$ cat src/hw/rtl/cpiodf_pkg.sv
package cpiodf_pkg;

    // Header layout of the old binary format: thirteen little-endian words.
    localparam int unsigned HEADER_BYTES = 26;
    localparam logic [15:0] CPIO_MAGIC   = 16'o070707;
    localparam int unsigned TRAILER_LEN  = 10;

    // Word positions within the header that the block keeps or checks.
    localparam logic [3:0] WORD_MAGIC     = 4'd0;
    localparam logic [3:0] WORD_MODE      = 4'd3;
    localparam logic [3:0] WORD_NAME_SIZE = 4'd10;
    localparam logic [3:0] WORD_SIZE_HI   = 4'd11;
    localparam logic [3:0] WORD_SIZE_LO   = 4'd12;

    // Byte class codes as seen on the result channel.
    localparam logic [2:0] CLS_HEADER   = 3'd0;
    localparam logic [2:0] CLS_NAME     = 3'd1;
    localparam logic [2:0] CLS_NAME_PAD = 3'd2;
    localparam logic [2:0] CLS_DATA     = 3'd3;
    localparam logic [2:0] CLS_DATA_PAD = 3'd4;
    localparam logic [2:0] CLS_IGNORED  = 3'd5;

    typedef enum logic [5:0] {
        PH_HEADER   = 6'b000001,
        PH_NAME     = 6'b000010,
        PH_NAME_PAD = 6'b000100,
        PH_DATA     = 6'b001000,
        PH_DATA_PAD = 6'b010000,
        PH_IGNORE   = 6'b100000
    } t_phase;

    typedef struct packed {
        logic [2:0]  byte_class;
        logic [7:0]  data_out;
        logic [15:0] entry_mode;
        logic [15:0] name_length;
        logic [31:0] entry_size;
        logic [31:0] data_offset;
        logic        header_done;
        logic        last_of_name;
        logic        last_of_data;
        logic        archive_end;
        logic        bad_header;
    } t_result;

    // Characters of the name that marks the end of the archive.
    function automatic logic [7:0] trailer_char(input logic [3:0] idx);
        logic [7:0] c;
        case (idx)
            4'd0:    c = "T";
            4'd1:    c = "R";
            4'd2:    c = "A";
            4'd3:    c = "I";
            4'd4:    c = "L";
            4'd5:    c = "E";
            4'd6:    c = "R";
            4'd7:    c = "!";
            4'd8:    c = "!";
            4'd9:    c = "!";
            default: c = 8'h00;
        endcase
        return c;
    endfunction

endpackage

$ cat src/hw/rtl/cpiodf_parse.sv
module cpiodf_parse (
    input  logic                i_clk,
    input  logic                i_rst_n,
    input  logic                i_step,
    input  logic [7:0]          i_byte,
    output cpiodf_pkg::t_result o_res
);
    import cpiodf_pkg::*;

    t_phase      r_phase, n_phase;
    logic [31:0] r_count, n_count;
    logic [7:0]  r_held, n_held;
    logic [15:0] r_mode, n_mode;
    logic [15:0] r_name_size, n_name_size;
    logic [15:0] r_size_hi, n_size_hi;
    logic [15:0] r_size_lo, n_size_lo;
    logic        r_trl_match, n_trl_match;
    logic        r_end_seen, n_end_seen;
    logic        r_error_seen, n_error_seen;

    logic [15:0] word;
    logic [31:0] size_full;
    logic [31:0] name_last_idx;
    logic [2:0]  cls;
    logic [31:0] offset;
    logic        hdr_done, last_name, last_data;

    assign word          = {i_byte, r_held};
    assign size_full     = {r_size_hi, r_size_lo};
    assign name_last_idx = {16'd0, r_name_size} - 32'd1;

    always_comb begin
        n_phase      = r_phase;
        n_count      = r_count;
        n_held       = r_held;
        n_mode       = r_mode;
        n_name_size  = r_name_size;
        n_size_hi    = r_size_hi;
        n_size_lo    = r_size_lo;
        n_trl_match  = r_trl_match;
        n_end_seen   = r_end_seen;
        n_error_seen = r_error_seen;
        cls          = CLS_IGNORED;
        offset       = 32'd0;
        hdr_done     = 1'b0;
        last_name    = 1'b0;
        last_data    = 1'b0;

        unique case (r_phase)
            PH_HEADER: begin
                cls = CLS_HEADER;
                if (!r_count[0]) begin
                    n_held = i_byte;
                end else begin
                    case (r_count[4:1])
                        WORD_MAGIC:     n_error_seen = (word != CPIO_MAGIC);
                        WORD_MODE:      n_mode       = word;
                        WORD_NAME_SIZE: n_name_size  = word;
                        WORD_SIZE_HI:   n_size_hi    = word;
                        WORD_SIZE_LO:   n_size_lo    = word;
                        default:        n_held       = r_held;
                    endcase
                end
                if (n_error_seen) begin
                    n_phase = PH_IGNORE;
                    n_count = 32'd0;
                end else if (r_count == 32'(HEADER_BYTES - 1)) begin
                    // The name size word is complete well before the last byte.
                    if (r_name_size == 16'd0) begin
                        n_error_seen = 1'b1;
                        n_phase      = PH_IGNORE;
                    end else begin
                        hdr_done    = 1'b1;
                        n_phase     = PH_NAME;
                        n_trl_match = 1'b1;
                    end
                    n_count = 32'd0;
                end else begin
                    n_count = r_count + 32'd1;
                end
            end
            PH_NAME: begin
                cls = CLS_NAME;
                if (r_count < 32'(TRAILER_LEN) && i_byte != trailer_char(r_count[3:0])) begin
                    n_trl_match = 1'b0;
                end
                if (r_count >= name_last_idx) begin
                    last_name = 1'b1;
                    n_count   = 32'd0;
                    if (n_trl_match && r_name_size == 16'(TRAILER_LEN + 1)) begin
                        n_end_seen = 1'b1;
                        n_phase    = PH_IGNORE;
                    end else if (r_name_size[0]) begin
                        n_phase = PH_NAME_PAD;
                    end else begin
                        n_phase = (size_full != 32'd0) ? PH_DATA : PH_HEADER;
                    end
                end else begin
                    n_count = r_count + 32'd1;
                end
            end
            PH_NAME_PAD: begin
                cls     = CLS_NAME_PAD;
                n_phase = (size_full != 32'd0) ? PH_DATA : PH_HEADER;
                n_count = 32'd0;
            end
            PH_DATA: begin
                cls    = CLS_DATA;
                offset = r_count;
                if (r_count >= size_full - 32'd1) begin
                    last_data = 1'b1;
                    n_phase   = size_full[0] ? PH_DATA_PAD : PH_HEADER;
                    n_count   = 32'd0;
                end else begin
                    n_count = r_count + 32'd1;
                end
            end
            PH_DATA_PAD: begin
                cls     = CLS_DATA_PAD;
                n_phase = PH_HEADER;
                n_count = 32'd0;
            end
            default: begin
                cls     = CLS_IGNORED;
                n_phase = PH_IGNORE;
                n_count = 32'd0;
            end
        endcase
    end

    always_ff @(posedge i_clk) begin
        if (!i_rst_n) begin
            r_phase      <= PH_HEADER;
            r_count      <= 32'd0;
            r_held       <= 8'd0;
            r_mode       <= 16'd0;
            r_name_size  <= 16'd0;
            r_size_hi    <= 16'd0;
            r_size_lo    <= 16'd0;
            r_trl_match  <= 1'b1;
            r_end_seen   <= 1'b0;
            r_error_seen <= 1'b0;
        end else if (i_step) begin
            r_phase      <= n_phase;
            r_count      <= n_count;
            r_held       <= n_held;
            r_mode       <= n_mode;
            r_name_size  <= n_name_size;
            r_size_hi    <= n_size_hi;
            r_size_lo    <= n_size_lo;
            r_trl_match  <= n_trl_match;
            r_end_seen   <= n_end_seen;
            r_error_seen <= n_error_seen;
        end
    end

    always_comb begin
        o_res.byte_class   = cls;
        o_res.data_out     = i_byte;
        o_res.entry_mode   = n_mode;
        o_res.name_length  = n_name_size;
        o_res.entry_size   = {n_size_hi, n_size_lo};
        o_res.data_offset  = offset;
        o_res.header_done  = hdr_done;
        o_res.last_of_name = last_name;
        o_res.last_of_data = last_data;
        o_res.archive_end  = n_end_seen;
        o_res.bad_header   = n_error_seen;
    end

    a_error_sticky: assert property (@(posedge i_clk) disable iff (!i_rst_n)
        r_error_seen |=> r_error_seen)
        else $error("error flag cleared without reset");

    a_stop_ignores: assert property (@(posedge i_clk) disable iff (!i_rst_n)
        (r_error_seen || r_end_seen) |-> r_phase == PH_IGNORE)
        else $error("parser left the ignore phase after an error or the trailer");

    a_header_range: assert property (@(posedge i_clk) disable iff (!i_rst_n)
        r_phase == PH_HEADER |-> r_count < 32'(HEADER_BYTES))
        else $error("header byte count ran past the header");

    a_name_follows: assert property (@(posedge i_clk) disable iff (!i_rst_n)
        (i_step && hdr_done) |=> r_phase == PH_NAME)
        else $error("completed header not followed by the name");

endmodule

$ cat src/hw/rtl/cpiodf_out_stage.sv
module cpiodf_out_stage (
    input  logic                i_clk,
    input  logic                i_rst_n,
    input  logic                i_valid,
    input  cpiodf_pkg::t_result i_res,
    input  logic                i_stall,
    output logic                o_ready,
    output logic                o_valid,
    output cpiodf_pkg::t_result o_res
);
    import cpiodf_pkg::*;

    logic    r_valid;
    t_result r_res;

    // The register can take a new result when it is empty or being drained.
    assign o_ready = !r_valid || !i_stall;

    always_ff @(posedge i_clk) begin
        if (!i_rst_n) begin
            r_valid <= 1'b0;
        end else if (o_ready) begin
            r_valid <= i_valid;
        end
    end

    always_ff @(posedge i_clk) begin
        if (o_ready && i_valid) begin
            r_res <= i_res;
        end
    end

    assign o_valid = r_valid;
    assign o_res   = r_res;

endmodule

$ cat src/hw/rtl/cpio_binary_archive_deframer_core.sv
// Old binary cpio deframer. Archive bytes enter one item at a time on the input
// channel, and for each one exactly one result item leaves: the byte itself, its
// class (header, name, name pad, file data, data pad, or ignored), the current
// entry's mode, name size and file size, the byte's offset within the file data,
// and flags that mark the end of a header, of a name and of the file data. The
// 26-byte header is read as thirteen little-endian words; a wrong magic or a zero
// name size raises a sticky bad_header flag, and the name TRAILER!!! raises a
// sticky archive_end flag. After either flag every byte is passed as ignored.
// The block takes one item in every cycle and delivers one result per cycle
// while the result side does not stall. Each item passes an input register and
// a result register, with the parse step between them. A stall on the result
// side holds the result register. The input register can still take an item
// while it is empty; once both registers are full, the input stall follows the
// result stall in the same cycle, so at most two items wait inside the block.
module cpio_binary_archive_deframer_core (
    input  logic        i_clk,
    input  logic        i_rst_n,
    input  logic        i_in_valid,
    output logic        o_in_stall,
    input  logic [7:0]  i_data_byte,
    output logic        o_out_valid,
    input  logic        i_out_stall,
    output logic [2:0]  o_byte_class,
    output logic [7:0]  o_data_out,
    output logic [15:0] o_entry_mode,
    output logic [15:0] o_name_length,
    output logic [31:0] o_entry_size,
    output logic [31:0] o_data_offset,
    output logic        o_header_done,
    output logic        o_last_of_name,
    output logic        o_last_of_data,
    output logic        o_archive_end,
    output logic        o_bad_header
);
    import cpiodf_pkg::*;

    logic       r_in_valid;
    logic [7:0] r_in_byte;
    logic       out_ready;
    logic       step;
    t_result    step_res;
    t_result    out_res;

    // An item moves from the input register into the parser and the result
    // register in the same cycle, whenever the result register can take it.
    assign step       = r_in_valid && out_ready;
    assign o_in_stall = r_in_valid && !out_ready;

    always_ff @(posedge i_clk) begin
        if (!i_rst_n) begin
            r_in_valid <= 1'b0;
        end else if (!o_in_stall) begin
            r_in_valid <= i_in_valid;
        end
    end

    always_ff @(posedge i_clk) begin
        if (i_in_valid && !o_in_stall) begin
            r_in_byte <= i_data_byte;
        end
    end

    // Parser state advances only on a step, so each item is seen once.
    cpiodf_parse u_parse (
        .i_clk   (i_clk),
        .i_rst_n (i_rst_n),
        .i_step  (step),
        .i_byte  (r_in_byte),
        .o_res   (step_res)
    );

    cpiodf_out_stage u_out (
        .i_clk   (i_clk),
        .i_rst_n (i_rst_n),
        .i_valid (step),
        .i_res   (step_res),
        .i_stall (i_out_stall),
        .o_ready (out_ready),
        .o_valid (o_out_valid),
        .o_res   (out_res)
    );

    assign o_byte_class   = out_res.byte_class;
    assign o_data_out     = out_res.data_out;
    assign o_entry_mode   = out_res.entry_mode;
    assign o_name_length  = out_res.name_length;
    assign o_entry_size   = out_res.entry_size;
    assign o_data_offset  = out_res.data_offset;
    assign o_header_done  = out_res.header_done;
    assign o_last_of_name = out_res.last_of_name;
    assign o_last_of_data = out_res.last_of_data;
    assign o_archive_end  = out_res.archive_end;
    assign o_bad_header   = out_res.bad_header;

endmodule

$ cat config.mk
export PLATFORM = sky130hd
export DESIGN_NAME = cpio_binary_archive_deframer_core
export DESIGN_NICKNAME = d
export VERILOG_FILES = /design/src/hw/rtl/cpiodf_pkg.sv /design/src/hw/rtl/cpiodf_parse.sv /design/src/hw/rtl/cpiodf_out_stage.sv /design/src/hw/rtl/cpio_binary_archive_deframer_core.sv
export SDC_FILE = /design/constraint.sdc
export NUM_CORES = 1
export LEC_CHECK = 0
export BUFFER_PORTS_ARGS = -buffer_cell sky130_fd_sc_hd__buf_4
export CAP_MARGIN = 20
export CORE_MARGIN = 3
export CORE_UTILIZATION = 50
export CTS_CLUSTER_SIZE = 25
export DETAILED_ROUTE_END_ITERATION = 7
export GPL_ROUTABILITY_DRIVEN = 0
export GPL_TIMING_DRIVEN = 0
export MAX_ROUTING_LAYER = met4
export PLACE_DENSITY = 0.79
export SLEW_MARGIN = 20
export SYNTH_ARGS = -nofsm -noshare
export SYNTH_HDL_FRONTEND = slang
export SYNTH_SLANG_ARGS = --single-unit
$ cat constraint.sdc
create_clock -name i_clk -period 5.8 [get_ports i_clk]
set_clock_uncertainty 0.2 [all_clocks]
set_input_delay 1.16 -clock i_clk [delete_from_list [all_inputs] [get_ports i_clk]]
set_output_delay 1.16 -clock i_clk [all_outputs]
set_load 0.005 [all_outputs]
==> summary.md, run 1 <==
| Metric | Value |
|---|---|
| Final setup fails | `0` |
| GRT Total Usage | `26.0%` |
| RSZ-0062 raised after global routing | `no` |
| Clk_lat worst skew | `0.53 ns` |
| Mapped Area | `0.0124 mm^2` |
| Maximum clock path buffer count | `3` |
| Slew Limit Fails | `0` |
| Worst R2R End | `u_parse.r_count[31]` |
| H-tree levels | `1` |
| CP Capture Point | `u_parse.r_count[31]` |
| Worst-path cell chain | `inv_1 > ha_1 > or4b_1 > nor4_4 > nand2_1 > nor3_2 > nand2_1 > nor3_1 > xnor2_1 > ha_1 > and2_1 > a221o_1 > nand2_1 > and4_1 > a21boi_1 > o21ai_2 > buf_2 > o32ai_1` |
| Synth Net Count | `1288` |
| Distinct cells, synth | `75` |
| Met3 wire length | `3.34 mm` |
| Max VDD drop | `0.000232 V` |
| Hold buffers post-CTS | `0` |
| Sequential-to-total area share from yosys stat | `48.8%` |
| DRC Markers | `0` |
| TNS Setup | `0 ns` |
| Cell at the slowest stage of the critical path | `or4b_1` |
| Rows | `56` |
| CP endpoint kind | `flop` |
| Worst Hold Depth | `2` |
| Post-CTS setup buffers | `0` |
| Total wire length | `34.4 mm` |
| Synth area leaders | `edfxtp_1 29%, dfxtp_1 20%, ha_1 7.1%` |
| Synth Instances | `1206` |
| Reg-to-Reg Start | `u_parse.r_size_lo[0]` |
| Iteration-0 DRC Markers | `1256` |
| CTS tree | `done` |
| Critical Path RT | `6.02 ns` |
| Post-DP HPWL | `24.6 mm` |
| TritonCTS Buffers | `25` |
| Placeable Area | `0.0239 mm^2` |
| Worst setup SP type | `flop` |
| Top-area cell type share of the netlist area | `29.1%` |
| Fmax | `0.184 GHz` |
| Largest net degree at the start of global routing | `36` |
| Die height | `163 um` |
| P per Cell Area | `285 mW/mm^2` |
| Critical path type | `reg -> reg` |
| Top Metal Used | `met4` |
| Pre-antenna DRT Iters | `6` |
| Sink Count | `242` |
| #FFs+latches synth | `242` |
| Routed via count | `10184` |
| WL met2 | `15.7 mm` |
| CTS root buffer | `clkbuf_16` |
| Synthesized area per cell | `10.3 um^2` |
| Largest area contributor in the netlist | `edfxtp_1` |
| Wire per inst | `20.3 um` |
| Post-synth top flop | `dfxtp_1` |
| Number of placed I/O pins | `126` |
| List of most frequent post-synthesis cells | `179 x nor2_1, 122 x dfxtp_1, 120 x edfxtp_1` |
| Die extent in x | `163 um` |
| Post-Layout Cell Count | `1698` |
| Worst path arrival time | `5.66 ns` |
| FF-to-FF path depth | `18` |
| Global-route wire length before repair | `52.6 mm` |
| Die area | `0.0267 mm^2` |
| Number of global-route vias before repair | `9712` |
| Final hold violation count | `0` |
| Worst setup startpoint | `u_parse.r_size_lo[0]` |
| Net count, final | `1442` |
| Worst Hold Class | `reg -> reg` |
| Final Cycle Share | `93.8%` |
| Most used cell along the critical path | `nand2_1` |
| Max-capacitance violation count | `0` |
| Total power | `0.00415 W` |
| R2R setup slack | `0.36 ns` |
| Worst Max-Slew Pin Slew | `1.15 ns` |
| Initial antenna violation count | `1` |
| Status | `complete, no violations` |
| Cell with the most instances after synthesis | `nor2_1` |
| Slew headroom | `22.9%` |
| Gr ovfl total | `0` |
| Min Tclk post-route | `5.44 ns` |
| Ys async rst share | `0%` |
| Port-buffer cells | `124` |
| Leak pwr | `5.69 nW` |
| Storage cell area | `0.00605 mm^2` |
| Dpl cells | `1652` |
| Area growth syn-to-layout | `17.7%` |
| Area of the multi-input gates | `0.00607 mm^2` |
| Via density | `6.00` |
| Synth warn | `0` |
| CP max stage delay | `0.58 ns` |
| Antenna Nets Post-Route | `0` |
| Fill cell count | `1922` |
| Clock Pin Slew Worst Setup and Hold Paths | `0.07 ns` |
| Post-synth EDFFs | `120` |
| Initial Util | `51.8%` |
| WL met1 | `13.7 mm` |
| CTS resizes | `0` |
| Layout cells sized above 1 | `19.4%` |
| Max FO, Critical Path | `10` |
sequential cells by signal, summed over array words and instances (netlist names), named ones only:
signal	flops
u_out.o_res	112
u_parse.r_count	32
u_parse.r_mode	16
u_parse.r_name_size	16
u_parse.r_size_hi	16
u_parse.r_size_lo	16
r_in_byte	8
u_parse.r_held	8
u_parse.r_phase	6
r_in_valid	1
u_out.o_valid	1
u_parse.r_end_seen	1
u_parse.r_error_seen	1
u_parse.r_trl_match	1
power breakdown:
part	leakage (nW)	switching, W	internal, W
Clock	0.379	0.000661	0.000879
Combinational	3.19	0.000389	0.000275
Sequential	2.12	0.0000728	0.00187
Total	5.69	0.00112	0.00303
layout by cell type, fill, tap and decap left out, drive strengths merged, types with 54 or more instances in the layout:
cell,instances
nor2,181
buf,144
dfxtp,122
edfxtp,120
nand2,76
nor3,74
clkbuf,71
ha,70
mux2,64
a21oi,54
routing by layer:
| layer | GRT usage [%] | vias up |
|---|---|---|
| met5 | - | - |
| met4 | 11.0 | 0 |
| met3 | 5.28 | 129 |
| met2 | 40.6 | 526 |
| met1 | 33.2 | 4788 |
| li1 | - | 4741 |
through the flow:
step	area, um^2	hold slack (ns)	setup WS, ns	utilization, %
6_report	14600	0.290	0.362	61.0
5_1_grt	14600	0.311	0.0885	61.0
4_1_cts	14600	0.282	0.130	60.9
3_5_place_dp	13800	0.272	0.175	57.6
3_3_place_gp	13700	0.266	-1.18	57.4
2_1_floorplan	12400	0.249	0.415	-
cells by family (layout without fill, tap and decap cells):
group                    Yosys count  in the layout  synth area share, %
XOR/XNOR                          54             54                 3.82
adder cells (fa/ha/maj)           70             70                 7.08
other                              0              1                    0
AND/OR/NAND/NOR                  515            515                 21.0
AO/OA/AOI/OAI                    170            170                 9.31
flip-flops                       242            242                 48.8
multiplexers                      87             87                 7.68
buffers and inverters             68            240                 2.23
cell type report:
cell class	count	share of cell area [%]
tap	319	2.74
timing repair buffer	127	6.80
sequential	242	41.5
clock inverter	12	0.653
antenna	1	0.0172
buffer	55	1.57
clock buffer	33	4.71
inverter	13	0.335
multi-input combinational	896	41.7
critical path: cells and delay by family (launching register included):
| kind | cells | cell delay [ns] |
|---|---|---|
| simple gates | 9 | 2.25 |
| compound gates | 4 | 1.40 |
| fa+ha+maj | 2 | 0.49 |
| buf+inv | 2 | 0.47 |
| flops | 1 | 0.36 |
| xor+xnor | 1 | 0.16 |
worst min-delay path by stage:
stage,startpoint,endpoint,slack [ns]
finish,u_parse.r_error_seen,u_parse.r_error_seen,0.29
global route,u_parse.r_end_seen,u_parse.r_end_seen,0.31
CTS,u_parse.r_error_seen,u_parse.r_error_seen,0.28
detailed placement,u_parse.r_error_seen,u_parse.r_error_seen,0.27
global placement,u_parse.r_error_seen,u_parse.r_error_seen,0.27
floorplan,u_parse.r_error_seen,u_parse.r_error_seen,0.25
Note: power is estimated with default switching activity, not from simulation.
==> inputs of run 2 (changes only) <==
MAX_ROUTING_LAYER = not set   (was met4)
RECOVER_POWER = 25   (was not set)
==> run 2 against run 1 <==
Net effect: sequential share of layout area is 0.061 points higher; via count is 0.30% lower; utilization is 0.089 points lower; flip-flop and latch count stayed put; worst setup slack better by 0.022 ns; non-clock buffer count stayed put; clock-buffer cell count stayed put; power is 0.23% lower; sequential power hardly changed; die area stayed put; clock power hardly changed; first-iteration DRC count is 8.1% lower; largest power group unchanged.
==> summary.md, run 2 (synthesis results as in run 1) <==
| Metric | Value |
|---|---|
| Leak pwr | `5.66 nW` |
| Dpl cells | `1652` |
| Max reg flops | `112` |
| Max VDD drop | `0.000232 V` |
| Layout cells sized above 1 | `19.1%` |
| Largest net degree at the start of global routing | `36` |
| P per Cell Area | `285 mW/mm^2` |
| Number of global-route vias before repair | `9705` |
| Antenna Nets Post-Route | `0` |
| Clock Pin Slew Worst Setup and Hold Paths | `0.07 ns` |
| Final setup fails | `0` |
| Gr ovfl total | `0` |
| Fin area | `0.0145 mm^2` |
| H-tree levels | `1` |
| Wire per inst | `20.2 um` |
| Critical path type | `reg -> reg` |
| Number of placed I/O pins | `126` |
| Max-capacitance violation count | `0` |
| Global-route wire length before repair | `52.7 mm` |
| CTS tree | `done` |
| Slew Limit Fails | `0` |
| Status | `complete, no violations` |
| # diodes | `0` |
| Slew headroom | `20.5%` |
| Port-buffer cells | `124` |
| Clk_lat worst skew | `0.52 ns` |
| Critical Path RT | `6.03 ns` |
| Final hold violation count | `0` |
| Reg-to-Reg Start | `u_parse.r_name_size[6]` |
| Pre-antenna DRT Iters | `6` |
| Worst setup startpoint | `u_parse.r_name_size[6]` |
| Worst setup SP type | `flop` |
| Maximum clock path buffer count | `3` |
| Initial antenna violation count | `1` |
| DRC Markers | `0` |
| Fill cell count | `1926` |
| Initial Util | `51.8%` |
| Net count, final | `1442` |
| Post-Layout Cell Count | `1697` |
| Hold Startpoint | `u_parse.r_error_seen` |
| Post-CTS setup buffers | `0` |
| Via density | `5.98` |
| Fmax | `0.185 GHz` |
| Routed via count | `10153` |
| Worst path arrival time | `5.64 ns` |
| Total wire length | `34.2 mm` |
| CP endpoint kind | `flop` |
| Post-DP HPWL | `24.6 mm` |
| Sink Count | `242` |
| Max FO, Critical Path | `16` |
| Worst Max-Slew Pin Slew | `1.18 ns` |
| Rows | `56` |
| TritonCTS Buffers | `25` |
| CTS root buffer | `clkbuf_16` |
| GRT Total Usage | `25.3%` |
| Die area | `0.0267 mm^2` |
| Placeable Area | `0.0239 mm^2` |
| Iteration-0 DRC Markers | `1154` |
| RSZ-0062 raised after global routing | `no` |
| Placed Area | `0.0138 mm^2` |
| Worst Hold Class | `reg -> reg` |
| Area growth syn-to-layout | `17.5%` |
| Die extent in x | `163 um` |
| Min Tclk post-route | `5.42 ns` |
| Final Cycle Share | `93.4%` |
| Die height | `163 um` |
| Commonest non-fill, non-tap cells in the layout | `178 x nor2_1, 122 x dfxtp_1, 120 x edfxtp_1` |
| Most common cell after layout, fill and taps aside | `nor2_1` |
run 2: cell count changes in the layout (fill, tap and decap cells not counted), sizes merged:
cell    change
diode       -1
clkbuf     +69
buf        -69
run 2: worst max-delay path: stages (launching register included):
cell       delay (ns)
dfxtp_1          0.30
clkbuf_1         0.18
nor4_1           0.54
nand3b_1         0.23
nor2_1           0.32
nand3_2          0.43
ha_1             0.49
and4_1           0.21
nor4bb_1         0.74
nand2_1          0.10
o2bb2ai_1        0.39
o2bb2a_4         0.18
buf_6            0.13
a21boi_4         0.08
or4b_1           0.52
a211oi_1         0.28
run 2: worst paths after layout:
path	endpoint	slack (ns)	depth (start not counted)
setup / recovery	flop	0.38	15
hold / removal	u_parse.r_error_seen	0.28	2
setup reg to reg	flop	0.38	15
hold reg to reg	u_parse.r_error_seen	0.28	2
run 2: metal layers:
layer,vias to the layer above,track usage (%),routed length [um]
met5,-,0,0
met4,0,11.0,1520
met3,110,5.48,3410
met2,524,40.6,15700
met1,4775,33.0,13600
li1,4744,-,-
run 2: final cells by class:
| type | instances | area [um^2] | area share, % |
|---|---|---|---|
| clock inverters | 12 | 95.1 | 0.654 |
| inverters | 13 | 48.8 | 0.335 |
| plain buffers | 55 | 229 | 1.57 |
| well taps | 319 | 399 | 2.74 |
| clock buffers | 33 | 687 | 4.72 |
| repair buffers | 127 | 972 | 6.68 |
| flip-flops and latches | 242 | 6050 | 41.6 |
| multi-input cells | 896 | 6070 | 41.7 |
run 2: power by group:
part	internal, W	switching [W]
sequential	0.00187	0.0000723
combinational	0.000272	0.000389
clock	0.000879	0.000656
total	0.00303	0.00112
run 2: metrics by stage:
stage	utilization [%]	setup TNS, ns	power, W	worst slack, ns	hold WS (ns)
2_1_floorplan	-	0	0.00241	0.415	0.249
3_3_place_gp	57.4	-140.61	0.00261	-1.18	0.266
3_5_place_dp	57.6	0	0.00263	0.175	0.272
4_1_cts	60.9	0	0.00415	0.130	0.282
5_1_grt	60.9	0	0.00431	0.0893	0.311
6_report	60.9	0	0.00414	0.384	0.284
run 2: what timing repair did:
item	4_1_cts	5_1_grt
hold endpoints to repair	0	0
hold buffers	0	0
resized for setup	0	3
setup endpoints to repair	0	14
==> inputs of run 3 (changes only) <==
BUFFER_PORTS_ARGS = not set   (was -buffer_cell sky130_fd_sc_hd__buf_4)
DONT_BUFFER_PORTS = 1   (was not set)
PLACE_DENSITY = 0.75   (was 0.79)
==> run 3 against run 2 <==
Net effect: worst setup slack worse by 0.16 ns; utilization down 3.5 points; fmax down 2.9%; die area unchanged; critical path type unchanged; routed wire length up 0.17%; sequential power about the same; sequential share of layout area up 2.6 points; clock-buffer cell count down 1; cell area down 5.8%.
==> summary.md, run 3 (synthesis results as in run 1) <==
| Metric | Value |
|---|---|
| CTS resizes | `0` |
| Slew Limit Fails | `0` |
| Most common cell after layout, fill and taps aside | `nor2_1` |
| Rows | `56` |
| Area of the multi-input gates | `0.00608 mm^2` |
| Final hold violation count | `0` |
| Fin Hold WS | `0.296 ns` |
| Die extent in x | `163 um` |
| R2R setup slack | `0.22 ns` |
| Status | `complete, no violations` |
| Die height | `163 um` |
| Via density | `6.18` |
| Initial Util | `51.8%` |
| Leak pwr | `5.12 nW` |
| Worst setup slack after layout | `0.222 ns` |
| Final setup fails | `0` |
| Final Cycle Share | `96.2%` |
| Placed Area | `0.0128 mm^2` |
| Fin area | `0.0137 mm^2` |
| Net count, final | `1320` |
| Commonest non-fill, non-tap cells in the layout | `178 x nor2_1, 122 x dfxtp_1, 120 x edfxtp_1` |
| Critical Path RT | `6.02 ns` |
| Slew headroom | `1.36%` |
| P per Cell Area | `305 mW/mm^2` |
| Pre-CTS setup slack | `0.114 ns` |
| CTS tree | `done` |
| Global-route wire length before repair | `53.0 mm` |
| Max VDD drop | `0.000246 V` |
| Routed via count | `9749` |
| Sink Count | `242` |
| Post-DP HPWL | `24.7 mm` |
| Max-capacitance violation count | `0` |
| Max reg flops | `112` |
| CTS root buffer | `clkbuf_16` |
| Max FO, Critical Path | `7` |
| Critical path type | `reg -> reg` |
| Cell at the slowest stage of the critical path | `or4b_1` |
| Number of global-route vias before repair | `9426` |
| Total wire length | `34.3 mm` |
| Clock Pin Slew Worst Setup and Hold Paths | `0.06 ns` |
| Total power | `0.00418 W` |
| Wire per inst | `21.7 um` |
| Clk_lat worst skew | `0.53 ns` |
| Storage cell area | `0.00605 mm^2` |
| RSZ-0062 raised after global routing | `yes` |
| Die area | `0.0267 mm^2` |
| Port-buffer cells | `0` |
| Maximum clock path buffer count | `3` |
| Placeable Area | `0.0239 mm^2` |
| Layout cells sized above 1 | `12.2%` |
| Pre-antenna DRT Iters | `8` |
| H-tree levels | `1` |
| TritonCTS Buffers | `27` |
| Fmax | `0.179 GHz` |
| Antenna Nets Post-Route | `0` |
| Worst-path cell chain | `inv_1 > ha_1 > or4b_1 > nor4_2 > nand2_1 > nor3_2 > nand2_1 > nor2_1 > xnor2_1 > ha_1 > and4_1 > nand4_1 > nor4_2 > a21bo_2 > a21boi_4 > or4b_1 > a211oi_1` |
| GRT Total Usage | `25.3%` |
| Min Tclk post-route | `5.58 ns` |
| Gr ovfl total | `0` |
| Dpl cells | `1528` |
| CP max stage delay | `0.56 ns` |
| Fill cell count | `1997` |
| Area growth syn-to-layout | `10.7%` |
| Largest net degree at the start of global routing | `37` |
| # diodes | `0` |
| Hold buffers post-CTS | `0` |
| Initial antenna violation count | `0` |
| Iteration-0 DRC Markers | `1202` |
| Worst path arrival time | `5.80 ns` |
| CP endpoint kind | `flop` |
| Worst Hold Class | `reg -> reg` |
| Post-CTS setup buffers | `0` |
| Post-Layout Cell Count | `1577` |
| Worst Max-Slew Pin Slew | `1.48 ns` |
| Number of placed I/O pins | `126` |
| Worst setup SP type | `flop` |
| DRC Markers | `0` |
## run 3: layer usage
metal  vias up  share of wire [%]  GRT usage (%)  routed length (um)
li1       4504                  -              -                   -
met2       502                 46           40.7               15700
met1      4640                 40           33.4               13800
met4         0                3.8           9.53                1310
met5         -                  0              0                   0
met3       103                 10           5.83                3410
## run 3: critical path: cells and delay by family, from the launching register on
family | cells | cell delay, ns
adders and majority gates | 2 | 0.53
DFF | 1 | 0.35
xor gates and xnor gates | 1 | 0.08
buffers and inverters | 1 | 0.18
AOI/OAI and AO/OA | 3 | 0.82
and+or+nand+nor | 10 | 3.28
## run 3: worst paths after layout
kind	start	cells past startpoint	endpoint
max	u_parse.r_size_lo[0]	17	flop
min	u_parse.r_mode[7]	2	u_parse.r_mode[7]
max reg2reg	u_parse.r_size_lo[0]	17	flop
min reg2reg	u_parse.r_mode[7]	2	u_parse.r_mode[7]
## run 3: area by class of cell
class,count,share of cell area [%]
inverters,13,0.356
plain buffers,55,1.66
well taps,319,2.91
multi-input cells,896,44.4
flip-flops and latches,242,44.1
clock buffers,32,5.21
clock inverters,17,0.913
repair buffers,3,0.438
## run 3: power by group
part	switching (W)	total, W	internal (W)	leakage (nW)
combinational	0.000374	0.000605	0.000231	2.59
clock	0.000720	0.00161	0.000893	0.405
sequential	0.0000809	0.00196	0.00188	2.12
total	0.00118	0.00418	0.00300	5.12
## run 3: stage by stage
stage | util (%) | TNS, ns
after floorplan | - | 0
after global placement | 53.5 | -134.60
after detailed placement | 53.7 | 0
after CTS | 57.2 | 0
after global routing | 57.4 | -0.0394
final | 57.4 | 0
